### config.mk
export PLATFORM = sky130hd
export DESIGN_NAME = hbs_bar_div
export DESIGN_NICKNAME = d
export VERILOG_FILES = /design/src/sv/hbs_pkg.sv /design/src/sv/hbs_bar_div.sv
export SDC_FILE = /design/constraint.sdc
export NUM_CORES = 1
export LEC_CHECK = 0
export BUFFER_PORTS_ARGS = -buffer_cell sky130_fd_sc_hd__buf_2
export CAP_MARGIN = 20
export CORE_MARGIN = 4
export CORE_UTILIZATION = 35
export DETAILED_ROUTE_END_ITERATION = 7
export PLACE_DENSITY = 0.53
export SETUP_SLACK_MARGIN = 0.15
export SYNTH_ARGS = -nofsm -noshare
export SYNTH_HDL_FRONTEND = slang
export SYNTH_SLANG_ARGS = --single-unit
### constraint.sdc
create_clock -name clk -period 5 [get_ports clk]
set_clock_uncertainty 0.2 [all_clocks]
set_input_delay 1 -clock clk [delete_from_list [all_inputs] [get_ports clk]]
set_output_delay 1 -clock clk [all_outputs]
set_load 0.03 [all_outputs]
### src/sv/hbs_pkg.sv
// ----------------------------------------------------------------------------
// hbs_pkg: shared types and constants of the histogram bar scaler
// Command codes, fixed payload widths and the divider status bundle.
// ----------------------------------------------------------------------------
package hbs_pkg;

  typedef enum logic [1:0] {
    CMD_ACCUMULATE = 2'd0,
    CMD_READ       = 2'd1,
    CMD_CLEAR      = 2'd2
  } hbs_cmd_t;

  localparam int CMD_W       = 2;
  localparam int LEVEL_W     = 8;
  localparam int COUNT_OUT_W = 24;
  localparam int BAR_W       = 7;
  localparam int BAR_SCALE   = 100;

  // Status of the bar-height divider as seen by the control logic.
  typedef struct packed {
    logic busy;
    logic done;
  } hbs_div_stat_t;

endpackage

### src/sv/hbs_bar_div.sv
// ----------------------------------------------------------------------------
// hbs_bar_div: bar-height divider
// Computes floor(count * 100 / peak) one quotient bit per cycle, or 0 when
// the peak is zero. The result is held until the control logic takes it.
// ----------------------------------------------------------------------------
module hbs_bar_div import hbs_pkg::*; #(
  parameter int COUNT_WIDTH = 24
) (
  input  logic                   clk,
  input  logic                   rst_n,
  input  logic                   start,
  input  logic [COUNT_WIDTH-1:0] count,
  input  logic [COUNT_WIDTH-1:0] peak,
  input  logic                   take,
  output hbs_div_stat_t          stat,
  output logic [BAR_W-1:0]       quot
);

  // The numerator needs seven extra bits for the factor of 100.
  localparam int NW = COUNT_WIDTH + BAR_W;
  localparam int SW = $clog2(BAR_W);

  typedef enum logic [1:0] {
    S_IDLE,
    S_RUN,
    S_DONE
  } div_state_t;

  div_state_t       state_r;
  logic [NW-1:0]    rem_r;
  logic [NW-1:0]    div_r;
  logic [SW-1:0]    step_r;
  logic [BAR_W-1:0] q_r;
  logic             zero_r;

  logic [NW-1:0]    num;
  logic [NW-1:0]    trial;
  logic             fits;

  // count * 100 as shifts and adds: 64 + 32 + 4.
  assign num   = (NW'(count) << 6) + (NW'(count) << 5) + (NW'(count) << 2);
  assign trial = div_r << step_r;
  assign fits  = rem_r >= trial;

  always_ff @(posedge clk) begin
    if (!rst_n) begin
      state_r <= S_IDLE;
    end else begin
      unique case (state_r)
        S_IDLE: begin
          if (start) begin
            rem_r   <= num;
            div_r   <= NW'(peak);
            step_r  <= SW'(BAR_W - 1);
            q_r     <= '0;
            zero_r  <= (peak == '0);
            state_r <= S_RUN;
          end
        end
        S_RUN: begin
          if (fits) begin
            rem_r       <= rem_r - trial;
            q_r[step_r] <= 1'b1;
          end
          if (step_r == '0) begin
            state_r <= S_DONE;
          end else begin
            step_r <= step_r - 1'b1;
          end
        end
        S_DONE: begin
          if (take) begin
            state_r <= S_IDLE;
          end
        end
        default: begin
          state_r <= S_IDLE;
        end
      endcase
    end
  end

  assign stat.busy = (state_r != S_IDLE);
  assign stat.done = (state_r == S_DONE);
  assign quot      = zero_r ? '0 : q_r;

endmodule

==> impl_table.tex, run 1 <==
\begin{tabular}{lr}
\hline
Metric & Value \\
\hline
\multicolumn{2}{l}{\textbf{Logic synthesis}} \\
\quad EDFF count, synth & 66 \\
\quad Leading post-synthesis cells by cell area & edfxtp\_1 29\%, ha\_1 11\%, fa\_1 6.6\% \\
\quad Fraction of synthesis flops using an asynchronous set or reset pin & 0 \\
\quad Number of standard cells after synthesis & 682 \\
\quad Primary FF master, synth & edfxtp\_1 \\
\quad Number of different library cells in the post-synthesis netlist & 56 \\
\quad Sequential-to-total area share from yosys stat & 0.301 \\
\quad Cell type with the largest total area after synthesis & edfxtp\_1 \\
\quad Number of synthesized register bits & 68 \\
\quad Post-Syn Area per Cell & 9.86 um\^{}2 \\
\quad Proportion of netlist area held by the largest area contributor & 0.295 \\
\quad Number of nets in the synthesized netlist & 817 \\
\quad Yosys Warn Count & 0 \\
\quad Netlist area before placement & 6720 um\^{}2 \\
\multicolumn{2}{l}{\textbf{Finish}} \\
\quad Share of the core filled with cells in the final layout & 0.406 \\
\quad Most common library cell in the layout ignoring fill and taps & edfxtp\_1 \\
\quad Ant diodes & 0 \\
\quad Layout cell share with drive strength beyond 1 & 0.156 \\
\quad Area added between synthesis and finish & 13.6\% \\
\quad Net count, final & 871 \\
\quad Commonest cells after routing, fill and taps aside & 66 x edfxtp\_1, 61 x ha\_1, 60 x buf\_2, 59 x a21oi\_1, 51 x nand2\_1 \\
\quad Filler cells & 1870 \\
\multicolumn{2}{l}{\textbf{Min path}} \\
\quad Path class of the lowest-slack min-delay path & reg2reg \\
\quad Worst hold start & state\_r[0] \\
\multicolumn{2}{l}{\textbf{GRT}} \\
\quad Global-route wire length before repair & 27.5 mm \\
\quad Via count of the first global-routing pass & 5487 \\
\quad Pin count of the biggest net entering global routing & 52 \\
\quad GRT Residual Overflow & 0 \\
\quad GRT Overall Usage & 0.158 \\
\quad Number of antenna violations at the first check in global routing & 0 \\
\multicolumn{2}{l}{\textbf{STA}} \\
\quad Setup Total Neg Slack & 0 ns \\
\quad Number of max-slew violations in the final report & 0 \\
\quad Number of hold violations in the final report & 0 \\
\quad Setup violation total in the final timing report & 0 \\
\quad Unrepaired setup endpoints after global routing & false \\
\quad Fmax & 0.228 GHz \\
\quad Period utilisation layout & 0.878 \\
\quad Worst max-slew margin expressed relative to the limit & 0.468 \\
\quad Time the worst path needs with I/O delays and setup & 4.39 ns \\
\quad Transition at the pin with the smallest max-transition slack & 0.798 ns \\
\multicolumn{2}{l}{\textbf{Floorplan}} \\
\quad Core Region & 18800 um\^{}2 \\
\quad Number of rows created at floorplan & 50 \\
\quad Die height & 147 um \\
\quad Initial Util & 0.357 \\
\quad Area of the die & 21500 um\^{}2 \\
\quad Die W & 147 um \\
\quad I/O pins & 61 \\
\multicolumn{2}{l}{\textbf{Clocking}} \\
\quad CTS max path bufs & 2 \\
\quad Insertion delay of the later-clocked pin in the worst-skew pair & 0.34 ns \\
\quad Clock root cell & clkbuf\_16 \\
\quad CTS clock-pin slew for the worst setup and hold paths & 0.05 ns \\
\quad Number of buffers added by the clock tree synthesis step & 9 \\
\quad Post-CTS setup-driven buffer insertion count & 0 \\
\quad Number of resized instances in the post-cts repair step & 0 \\
\quad Count of hold buffers inserted by post-cts repair & 0 \\
\quad CTS tree & done \\
\quad H-tree levels & 3 \\
\quad \# clock sinks & 68 \\
\multicolumn{2}{l}{\textbf{Pwr}} \\
\quad Total power per unit cell area & 330 nW/um\^{}2 \\
\quad Leakage power total & 3.25 nW \\
\quad Maximum vdd drop & 0.000158 V \\
\multicolumn{2}{l}{\textbf{Critical path}} \\
\quad Startpoint type of the worst setup path & flop \\
\quad Required time at the endpoint of the critical path & 4.89 ns \\
\quad Critical-path top delay cell & edfxtp\_1 \\
\quad Critical Path Start & step\_r[1] \\
\quad CP max FO & 25 \\
\quad Worst path max stage delay & 0.86 ns \\
\quad Start of the worst register-to-register path & step\_r[1] \\
\quad List of cells traversed by the critical path & buf\_4, mux2\_2, nor2\_1, a21oi\_1, mux2i\_1, ha\_1, a21oi\_1, o21ai\_0, a31oi\_1, o21ai\_0, a221oi\_2, nor2\_1, o21ba\_2, buf\_12 \\
\quad Nature of the critical path endpoint & flop \\
\quad CP arrival & 4.28 ns \\
\quad Type of the worst setup path & reg2reg \\
\multicolumn{2}{l}{\textbf{Placed design}} \\
\quad Detail Placement HPWL & 13.6 mm \\
\quad Number of port buffers & 60 \\
\quad Placer's final routability congestion estimate & 0.889 \\
\multicolumn{2}{l}{\textbf{Detailed routing}} \\
\quad Wire length after detailed routing & 16.7 mm \\
\quad Vias after detailed routing & 5470 \\
\quad Post-detailed-route count of antenna-violating nets & 0 \\
\quad WL/cell & 16.8 um \\
\quad Number of DRC markers in iteration 0 & 270 \\
\quad Vias per Instance & 5.48 \\
\quad Router iterations before antenna repair & 5 \\
\quad DRC errors left & 0 \\
\multicolumn{2}{l}{\textbf{Run}} \\
\quad Number of max-cap violations & 0 \\
\multicolumn{2}{l}{\textbf{Outcome}} \\
\quad Outcome & complete, no violations \\
\hline
\end{tabular}
## path summary, 6_finish.rpt
| check | slack (ns) | to | cells after the start |
|---|---|---|---|
| setup / recovery | 0.61 | q_r[3] | 14 |
| hold / removal | 0.35 | state_r[0] | 1 |
| hold reg to reg | 0.35 | state_r[0] | 1 |
| setup reg to reg | 0.61 | q_r[3] | 14 |
## cell type report
type | count | area (um^2) | share of cell area
Multi-Input combinational cell | 562 | 4510 | 0.591
Sequential cell | 68 | 2020 | 0.265
Inverter | 20 | 75.1 | 0.00983
Timing Repair Buffer | 75 | 433 | 0.0567
Clock buffer | 10 | 229 | 0.0300
Tap cell | 260 | 325 | 0.0426
Clock inverter | 4 | 42.5 | 0.00557
## registers in the layout (all words and copies together), names as in the netlist
| name | cells |
|---|---|
| div_r | 24 |
| q_r | 7 |
| rem_r | 31 |
| state_r | 2 |
| step_r | 3 |
| zero_r | 1 |
## per-layer routing
layer / part of all wire / GRT usage
met3: 0.039 / 0.0313
met5: 0 / 0
met1: 0.44 / 0.207
met4: 0.015 / 0.0367
met2: 0.50 / 0.268
## through the flow
stage | instances | instance area (um^2) | total power [W] | setup slack [ns] | hold WS, ns
3_3_place_gp | 984 | 7350 | 0.00192 | 0.542 | 0.323
5_1_grt | 999 | 7640 | 0.00272 | 0.297 | 0.414
2_1_floorplan | 682 | 6720 | 0.00163 | 0.483 | 0.283
3_5_place_dp | 985 | 7370 | 0.00194 | 0.503 | 0.334
6_report | 999 | 7640 | 0.00252 | 0.609 | 0.348
4_1_cts | 999 | 7640 | 0.00254 | 0.600 | 0.348
## power by group
part           switching, W  internal (W)  leakage (nW)  total [W]
Sequential        0.0000389      0.000719         0.637   0.000758
Clock              0.000219      0.000376         0.133   0.000594
Combinational      0.000671      0.000498          2.48    0.00117
## logic make-up (layout without fill, tap and decap cells)
family | count (synthesis) | in the layout | share of synthesized area
AO/OA/AOI/OAI | 204 | 204 | 0.199
AND/OR/NAND/NOR | 181 | 181 | 0.132
adder cells (fa/ha/maj) | 83 | 83 | 0.179
flip-flops | 68 | 68 | 0.301
multiplexers | 53 | 53 | 0.107
buffers and inverters | 52 | 109 | 0.0290
XOR/XNOR | 41 | 41 | 0.0534
## cell usage after synthesis, types with 4 or more instances
library cell	count
a211o_1	6
a211oi_1	10
a21o_1	33
a21oi_1	59
a31oi_1	7
and3_1	10
buf_1	9
clkbuf_1	23
edfxtp_1	66
fa_1	22
ha_1	61
inv_1	20
mux2i_1	35
mux4_2	15
nand2_1	51
nand2b_1	5
nand3_1	13
nand4_1	15
nor2_1	42
nor2b_1	16
nor3_1	9
nor4_1	7
o211ai_1	6
o21a_1	8
o21ai_0	38
o21bai_1	9
o31ai_1	4
xnor2_1	17
xor2_1	24
## critical path, delay by kind of cell, from the launching register on
| family | cells | cell delay, ns |
|---|---|---|
| AND/OR/NAND/NOR | 2 | 0.18 |
| multiplexers | 2 | 0.52 |
| adder cells (fa/ha/maj) | 1 | 0.36 |
| flip-flops | 1 | 0.86 |
| AO/OA/AOI/OAI | 7 | 1.46 |
| buffers and inverters | 2 | 0.52 |
No activity file was read; power rests on OpenSTA's default activity.
==> inputs of run 2 (changes only) <==
- BUFFER_PORTS_ARGS: -buffer_cell sky130_fd_sc_hd__buf_2 -> -buffer_cell sky130_fd_sc_hd__buf_4
==> impl_table.tex, run 2 (same netlist as run 1, synthesis figures left out) <==
\begin{tabular}{lr}
\hline
Metric & Value \\
\hline
\multicolumn{2}{l}{\textbf{Finish}} \\
\quad Largest regs & rem\_r x31, div\_r x24, q\_r x7 (unchanged) \\
\quad Largest register FFs & 31 (unchanged) \\
\quad Register bank with the most flops & rem\_r (unchanged) \\
\quad Commonest cells after routing, fill and taps aside & 74 x buf\_4, 66 x edfxtp\_1, 61 x ha\_1, 59 x a21oi\_1, 51 x nand2\_1 (was 66 x edfxtp\_1, 61 x ha\_1, 60 x buf\_2, 59 x a21oi\_1, 51 x nand2\_1) \\
\quad Final standard cell count with taps included and fillers excluded & 1004 (was 999) \\
\quad Area added between synthesis and finish & 17.3\% (was 13.6\%) \\
\quad Ant diodes & 0 (unchanged) \\
\quad Layout cell share with drive strength beyond 1 & 0.163 (was 0.156) \\
\quad Net count, final & 874 (was 871) \\
\quad Most common library cell in the layout ignoring fill and taps & buf\_4 (was edfxtp\_1) \\
\multicolumn{2}{l}{\textbf{STA}} \\
\quad Worst max-slew margin expressed relative to the limit & 0.597 (was 0.468) \\
\quad Worst-case setup margin in the final layout & 0.581 ns (was 0.609 ns) \\
\quad Time the worst path needs with I/O delays and setup & 4.42 ns (was 4.39 ns) \\
\quad Fmax & 0.226 GHz (was 0.228 GHz) \\
\quad Number of hold violations in the final report & 0 (unchanged) \\
\quad Setup violation total in the final timing report & 0 (unchanged) \\
\quad Period utilisation layout & 0.884 (was 0.878) \\
\quad Transition at the pin with the smallest max-transition slack & 0.605 ns (was 0.798 ns) \\
\quad Unrepaired setup endpoints after global routing & false (unchanged) \\
\quad Number of max-slew violations in the final report & 0 (unchanged) \\
\quad Setup Total Neg Slack & 0 ns (unchanged) \\
\multicolumn{2}{l}{\textbf{GRT}} \\
\quad Global-route wire length before repair & 28.5 mm (was 27.5 mm) \\
\quad Via count of the first global-routing pass & 5473 (was 5487) \\
\quad Pin count of the biggest net entering global routing & 52 (unchanged) \\
\quad GRT Residual Overflow & 0 (unchanged) \\
\quad Number of antenna violations at the first check in global routing & 0 (unchanged) \\
\quad GRT Overall Usage & 0.165 (was 0.158) \\
\multicolumn{2}{l}{\textbf{Floorplan}} \\
\quad Core Region & 18800 um\^{}2 (unchanged) \\
\quad Die W & 147 um (unchanged) \\
\quad Initial Util & 0.357 (unchanged) \\
\quad Die height & 147 um (unchanged) \\
\quad Area of the die & 21500 um\^{}2 (unchanged) \\
\quad I/O pins & 61 (unchanged) \\
\quad Number of rows created at floorplan & 50 (unchanged) \\
\multicolumn{2}{l}{\textbf{Detailed routing}} \\
\quad WL/cell & 17.5 um (was 16.8 um) \\
\quad Wire length after detailed routing & 17.6 mm (was 16.7 mm) \\
\quad Vias per Instance & 5.53 (was 5.48) \\
\quad Vias after detailed routing & 5549 (was 5470) \\
\quad DRC errors left & 0 (unchanged) \\
\quad Post-detailed-route count of antenna-violating nets & 0 (unchanged) \\
\quad Router iterations before antenna repair & 5 (unchanged) \\
\quad Number of DRC markers in iteration 0 & 355 (was 270) \\
\multicolumn{2}{l}{\textbf{Run}} \\
\quad Number of max-cap violations & 0 (unchanged) \\
\multicolumn{2}{l}{\textbf{Min path}} \\
\quad Path class of the lowest-slack min-delay path & reg2reg (unchanged) \\
\multicolumn{2}{l}{\textbf{Clocking}} \\
\quad H-tree levels & 3 (unchanged) \\
\quad Insertion delay of the later-clocked pin in the worst-skew pair & 0.35 ns (was 0.34 ns) \\
\quad Clock root cell & clkbuf\_16 (unchanged) \\
\quad CTS max path bufs & 2 (unchanged) \\
\quad Post-CTS setup-driven buffer insertion count & 0 (unchanged) \\
\quad Number of resized instances in the post-cts repair step & 0 (unchanged) \\
\quad \# clock sinks & 68 (unchanged) \\
\quad Number of buffers added by the clock tree synthesis step & 9 (unchanged) \\
\quad CTS tree & done (unchanged) \\
\quad Count of hold buffers inserted by post-cts repair & 0 (unchanged) \\
\quad CTS clock-pin slew for the worst setup and hold paths & 0.06 ns (was 0.05 ns) \\
\multicolumn{2}{l}{\textbf{Critical path}} \\
\quad Worst path max stage delay & 0.73 ns (was 0.86 ns) \\
\quad Type of the worst setup path & reg2reg (unchanged) \\
\quad Critical path buffer and inverter count & 2 (unchanged) \\
\quad Startpoint type of the worst setup path & flop (unchanged) \\
\quad CP arrival & 4.31 ns (was 4.28 ns) \\
\quad Setup slack on the worst flop-to-flop path & 0.58 ns (was 0.61 ns) \\
\quad List of cells traversed by the critical path & buf\_12, mux2\_2, nor2\_1, a21oi\_1, mux2i\_1, ha\_1, a21oi\_1, nand4\_1, a31oi\_1, o21ai\_0, a221oi\_2, nor2\_1, o21ba\_2, buf\_16 (was buf\_4, mux2\_2, nor2\_1, a21oi\_1, mux2i\_1, ha\_1, a21oi\_1, o21ai\_0, a31oi\_1, o21ai\_0, a221oi\_2, nor2\_1, o21ba\_2, buf\_12) \\
\quad Critical-path top delay cell & edfxtp\_1 (unchanged) \\
\quad Gate family responsible for the most delay along the worst path & compound AO/OA/AOI/OAI gates (unchanged) \\
\quad Nature of the critical path endpoint & flop (unchanged) \\
\quad Required time at the endpoint of the critical path & 4.89 ns (about the same) \\
\quad CP max FO & 24 (was 25) \\
\multicolumn{2}{l}{\textbf{Placed design}} \\
\quad Cell count after placement & 987 (was 985) \\
\quad Number of port buffers & 60 (unchanged) \\
\quad Placer's final routability congestion estimate & 0.911 (was 0.889) \\
\quad Minimum setup slack after placement & 0.498 ns (was 0.503 ns) \\
\quad Detail Placement HPWL & 14.0 mm (was 13.6 mm) \\
\multicolumn{2}{l}{\textbf{Pwr}} \\
\quad Maximum vdd drop & 0.000157 V (was 0.000158 V) \\
\quad Leakage power total & 3.34 nW (was 3.25 nW) \\
\quad Total power per unit cell area & 336 nW/um\^{}2 (was 330 nW/um\^{}2) \\
\multicolumn{2}{l}{\textbf{Outcome}} \\
\quad Outcome & complete, no violations (unchanged) \\
\hline
\end{tabular}
[run 2: cell types whose count changed in the layout (fill, tap and decap cells not counted), sizes merged]
| cell | before | now |
|---|---|---|
| bufinv | 1 | 2 |
| inv | 20 | 21 |
| clkinvlp | 0 | 2 |
| buf | 75 | 78 |
| clkinv | 3 | 1 |
[run 2: power breakdown]
part	internal, W	leakage (nW)	switching, W
clock network	0.000437	0.147	0.000256
registers	0.000718	0.637	0.0000322
logic	0.000519	2.55	0.000688
[run 2: final timing paths]
check	start	end	depth (start not counted)
worst min-delay path	q_r[6]	q_r[6]	2
worst max-delay path	step_r[1]	rem_r[15]	14
worst min register to register	q_r[6]	q_r[6]	2
worst max register to register	step_r[1]	rem_r[15]	14
[run 2: layout make-up]
cell class / count / area (um^2)
clock inverters: 6 / 87.6
clock buffers: 10 / 229
multi-input cells: 562 / 4510
inverters: 20 / 75.1
fillers: 1817 / 10900
repair buffers: 78 / 638
well taps: 260 / 325
flip-flops and latches: 68 / 2020
[run 2: worst reg2reg max path: stages, from the launching register on]
cell and delay (ns):
edfxtp_1 0.73, buf_12 0.24, mux2_2 0.37, nor2_1 0.09
a21oi_1 0.06, mux2i_1 0.18, ha_1 0.36, a21oi_1 0.31
nand4_1 0.21, a31oi_1 0.23, o21ai_0 0.12, a221oi_2 0.37
nor2_1 0.08, o21ba_2 0.37, buf_16 0.24
[run 2: routing by layer]
layer,global-route usage,wire [um],up-vias
li1,-,-,2710
met1,0.224,8150,2699
met2,0.266,8440,107
met3,0.0298,583,33
met4,0.0546,416,0
met5,0,0,-
[run 2: metrics by stage]
step	cell area, um^2	power [W]	utilization	hold WS, ns
floorplan	6720	0.00163	-	0.283
global placement	7530	0.00196	0.400	0.323
detailed placement	7540	0.00197	0.401	0.339
CTS	7860	0.00267	0.417	0.370
global route	7890	0.00284	0.419	0.405
finish	7890	0.00265	0.419	0.367
==> inputs of run 3 (changes only) <==
- BUFFER_PORTS_ARGS: -buffer_cell sky130_fd_sc_hd__buf_4 -> -buffer_cell sky130_fd_sc_hd__buf_2
- CELL_PAD_IN_SITES_DETAIL_PLACEMENT: default -> 2
- CELL_PAD_IN_SITES_GLOBAL_PLACEMENT: default -> 2
- PLACE_DENSITY: 0.53 -> 0.75
==> impl_table.tex, run 3 (same netlist as run 1, synthesis figures left out) <==
\begin{tabular}{lr}
\hline
Metric & Value \\
\hline
\multicolumn{2}{l}{\textbf{Outcome}} \\
\quad Outcome & complete, no violations (unchanged) \\
\multicolumn{2}{l}{\textbf{Pwr}} \\
\quad Maximum vdd drop & 0.000153 V (was 0.000157 V) \\
\quad Total power per unit cell area & 343 nW/um\^{}2 (was 336 nW/um\^{}2) \\
\quad Leakage power total & 3.26 nW (was 3.34 nW) \\
\multicolumn{2}{l}{\textbf{STA}} \\
\quad Number of hold violations in the final report & 0 (unchanged) \\
\quad Setup violation total in the final timing report & 0 (unchanged) \\
\quad Transition at the pin with the smallest max-transition slack & 0.641 ns (was 0.605 ns) \\
\quad Worst max-slew margin expressed relative to the limit & 0.569 (was 0.597) \\
\quad Fmax & 0.223 GHz (was 0.226 GHz) \\
\quad Time the worst path needs with I/O delays and setup & 4.49 ns (was 4.42 ns) \\
\quad Setup Total Neg Slack & 0 ns (unchanged) \\
\quad Period utilisation layout & 0.897 (was 0.884) \\
\quad Worst-case setup margin in the final layout & 0.513 ns (was 0.581 ns) \\
\quad Unrepaired setup endpoints after global routing & false (unchanged) \\
\quad Number of max-slew violations in the final report & 0 (unchanged) \\
\multicolumn{2}{l}{\textbf{Critical path}} \\
\quad Startpoint type of the worst setup path & flop (unchanged) \\
\quad Type of the worst setup path & reg2reg (unchanged) \\
\quad Nature of the critical path endpoint & flop (unchanged) \\
\quad CP arrival & 4.38 ns (was 4.31 ns) \\
\quad CP Capture Point & rem\_r[29] (was rem\_r[15]) \\
\quad CP max FO & 15 (was 24) \\
\quad Setup slack on the worst flop-to-flop path & 0.51 ns (was 0.58 ns) \\
\quad Required time at the endpoint of the critical path & 4.89 ns (about the same) \\
\quad FF-to-FF End & rem\_r[29] (was rem\_r[15]) \\
\quad Start of the worst register-to-register path & step\_r[0] (was step\_r[1]) \\
\quad Critical Path Start & step\_r[0] (was step\_r[1]) \\
\quad Reg2Reg Depth & 12 (was 14) \\
\multicolumn{2}{l}{\textbf{Clocking}} \\
\quad Clock root cell & clkbuf\_16 (unchanged) \\
\quad Insertion delay of the later-clocked pin in the worst-skew pair & 0.35 ns (about the same) \\
\quad CTS clock-pin slew for the worst setup and hold paths & 0.06 ns (about the same) \\
\quad CTS tree & done (unchanged) \\
\quad \# clock sinks & 68 (unchanged) \\
\quad CTS max path bufs & 2 (unchanged) \\
\quad H-tree levels & 3 (unchanged) \\
\quad Count of hold buffers inserted by post-cts repair & 0 (unchanged) \\
\quad Number of buffers added by the clock tree synthesis step & 9 (unchanged) \\
\multicolumn{2}{l}{\textbf{Detailed routing}} \\
\quad WL/cell & 21.3 um (was 17.5 um) \\
\quad Post-detailed-route count of antenna-violating nets & 0 (unchanged) \\
\quad Vias per Instance & 5.64 (was 5.53) \\
\quad DRC errors left & 0 (unchanged) \\
\quad Wire length after detailed routing & 21.4 mm (was 17.6 mm) \\
\quad Vias after detailed routing & 5652 (was 5549) \\
\quad Router iterations before antenna repair & 4 (was 5) \\
\quad Number of DRC markers in iteration 0 & 218 (was 355) \\
\multicolumn{2}{l}{\textbf{Floorplan}} \\
\quad Initial Util & 0.357 (unchanged) \\
\quad Number of rows created at floorplan & 50 (unchanged) \\
\quad Area of the die & 21500 um\^{}2 (unchanged) \\
\quad Die height & 147 um (unchanged) \\
\quad I/O pins & 61 (unchanged) \\
\quad Core Region & 18800 um\^{}2 (unchanged) \\
\quad Die W & 147 um (unchanged) \\
\multicolumn{2}{l}{\textbf{Finish}} \\
\quad Net count, final & 872 (was 874) \\
\quad Register bank with the most flops & rem\_r (unchanged) \\
\quad Layout cell share with drive strength beyond 1 & 0.158 (was 0.163) \\
\quad Reg area & 2020 um\^{}2 (unchanged) \\
\quad Most common library cell in the layout ignoring fill and taps & edfxtp\_1 (was buf\_4) \\
\quad Ant diodes & 0 (unchanged) \\
\quad Area of combinational cells with multiple inputs & 4510 um\^{}2 (unchanged) \\
\quad Filler cells & 2067 (was 1817) \\
\quad Area added between synthesis and finish & 13.8\% (was 17.3\%) \\
\quad Largest register FFs & 31 (unchanged) \\
\quad Share of the core filled with cells in the final layout & 0.406 (was 0.419) \\
\quad Commonest cells after routing, fill and taps aside & 66 x edfxtp\_1, 61 x ha\_1, 60 x buf\_2, 59 x a21oi\_1, 51 x nand2\_1 (was 74 x buf\_4, 66 x edfxtp\_1, 61 x ha\_1, 59 x a21oi\_1, 51 x nand2\_1) \\
\quad Largest regs & rem\_r x31, div\_r x24, q\_r x7 (unchanged) \\
\multicolumn{2}{l}{\textbf{Min path}} \\
\quad Path class of the lowest-slack min-delay path & reg2reg (unchanged) \\
\multicolumn{2}{l}{\textbf{Placed design}} \\
\quad Placer's final routability congestion estimate & 0.850 (was 0.911) \\
\quad Minimum setup slack after placement & 0.443 ns (was 0.498 ns) \\
\quad Detail Placement HPWL & 17.2 mm (was 14.0 mm) \\
\quad Number of port buffers & 60 (unchanged) \\
\multicolumn{2}{l}{\textbf{GRT}} \\
\quad Via count of the first global-routing pass & 6242 (was 5473) \\
\quad Pin count of the biggest net entering global routing & 35 (was 52) \\
\quad Global-route wire length before repair & 33.9 mm (was 28.5 mm) \\
\quad Number of antenna violations at the first check in global routing & 0 (unchanged) \\
\quad GRT Residual Overflow & 0 (unchanged) \\
\quad GRT Overall Usage & 0.199 (was 0.165) \\
\multicolumn{2}{l}{\textbf{Run}} \\
\quad Number of max-cap violations & 0 (unchanged) \\
\hline
\end{tabular}
==> run 3: how the worst min path moves through the flow <==
| stage | startpoint | endpoint | slack (ns) | cells past startpoint |
|---|---|---|---|---|
| 2_1_floorplan | state_r[0] | state_r[0] | 0.28 | 1 |
| 3_3_place_gp | state_r[0] | state_r[0] | 0.32 | 1 |
| 3_5_place_dp | state_r[0] | state_r[0] | 0.34 | 1 |
| 4_1_cts | state_r[0] | state_r[0] | 0.37 | 1 |
| 5_1_grt | state_r[0] | state_r[0] | 0.41 | 1 |
| 6_report | state_r[0] | state_r[0] | 0.37 | 1 |
==> run 3: critical path: stages (launching register included) <==
cell,delay [ns]
edfxtp_1,0.75
buf_4,0.29
mux4_2,0.55
mux2i_1,0.19
ha_1,0.32
a21o_1,0.21
a21o_1,0.18
a21oi_1,0.39
nor3b_1,0.40
a211o_1,0.19
nand4_1,0.21
mux2i_1,0.23
o211ai_1,0.11
==> run 3: through the flow <==
step	cell area (um^2)	hold slack, ns	power [W]	instances
floorplan	6720	0.283	0.00163	682
global placement	7340	0.325	0.00195	984
detailed placement	7340	0.343	0.00200	984
CTS	7620	0.375	0.00265	1000
global route	7650	0.410	0.00281	1002
finish	7650	0.370	0.00263	1002
==> run 3: what timing repair did <==
action / CTS / global route
resized for setup: 0 / 0
hold endpoints to repair: 0 / 0
setup endpoints to repair: 0 / 26
setup buffers: 0 / 1
==> run 3: per-layer routing <==
metal  share of wire  wire length [um]  vias up  GRT usage
met1            0.44              9510     2877      0.244
met3           0.023               497       22     0.0289
met2            0.52             11100       65      0.367
met5               0                 0        -          0
met4           0.011               227        0     0.0461
li1                -                 -     2688          -
==> run 3: power breakdown <==
| part | internal (W) | switching (W) |
|---|---|---|
| logic | 0.000501 | 0.000729 |
| clock network | 0.000381 | 0.000262 |
| registers | 0.000718 | 0.0000356 |
| total | 0.00160 | 0.00103 |
==> run 3: cell type report <==
cell class	count	share of cell area
Sequential cell	68	0.264
Timing Repair Buffer	76	0.0563
Tap cell	260	0.0425
Inverter	20	0.00982
Clock buffer	10	0.0299
Multi-Input combinational cell	562	0.590
Clock inverter	6	0.00720
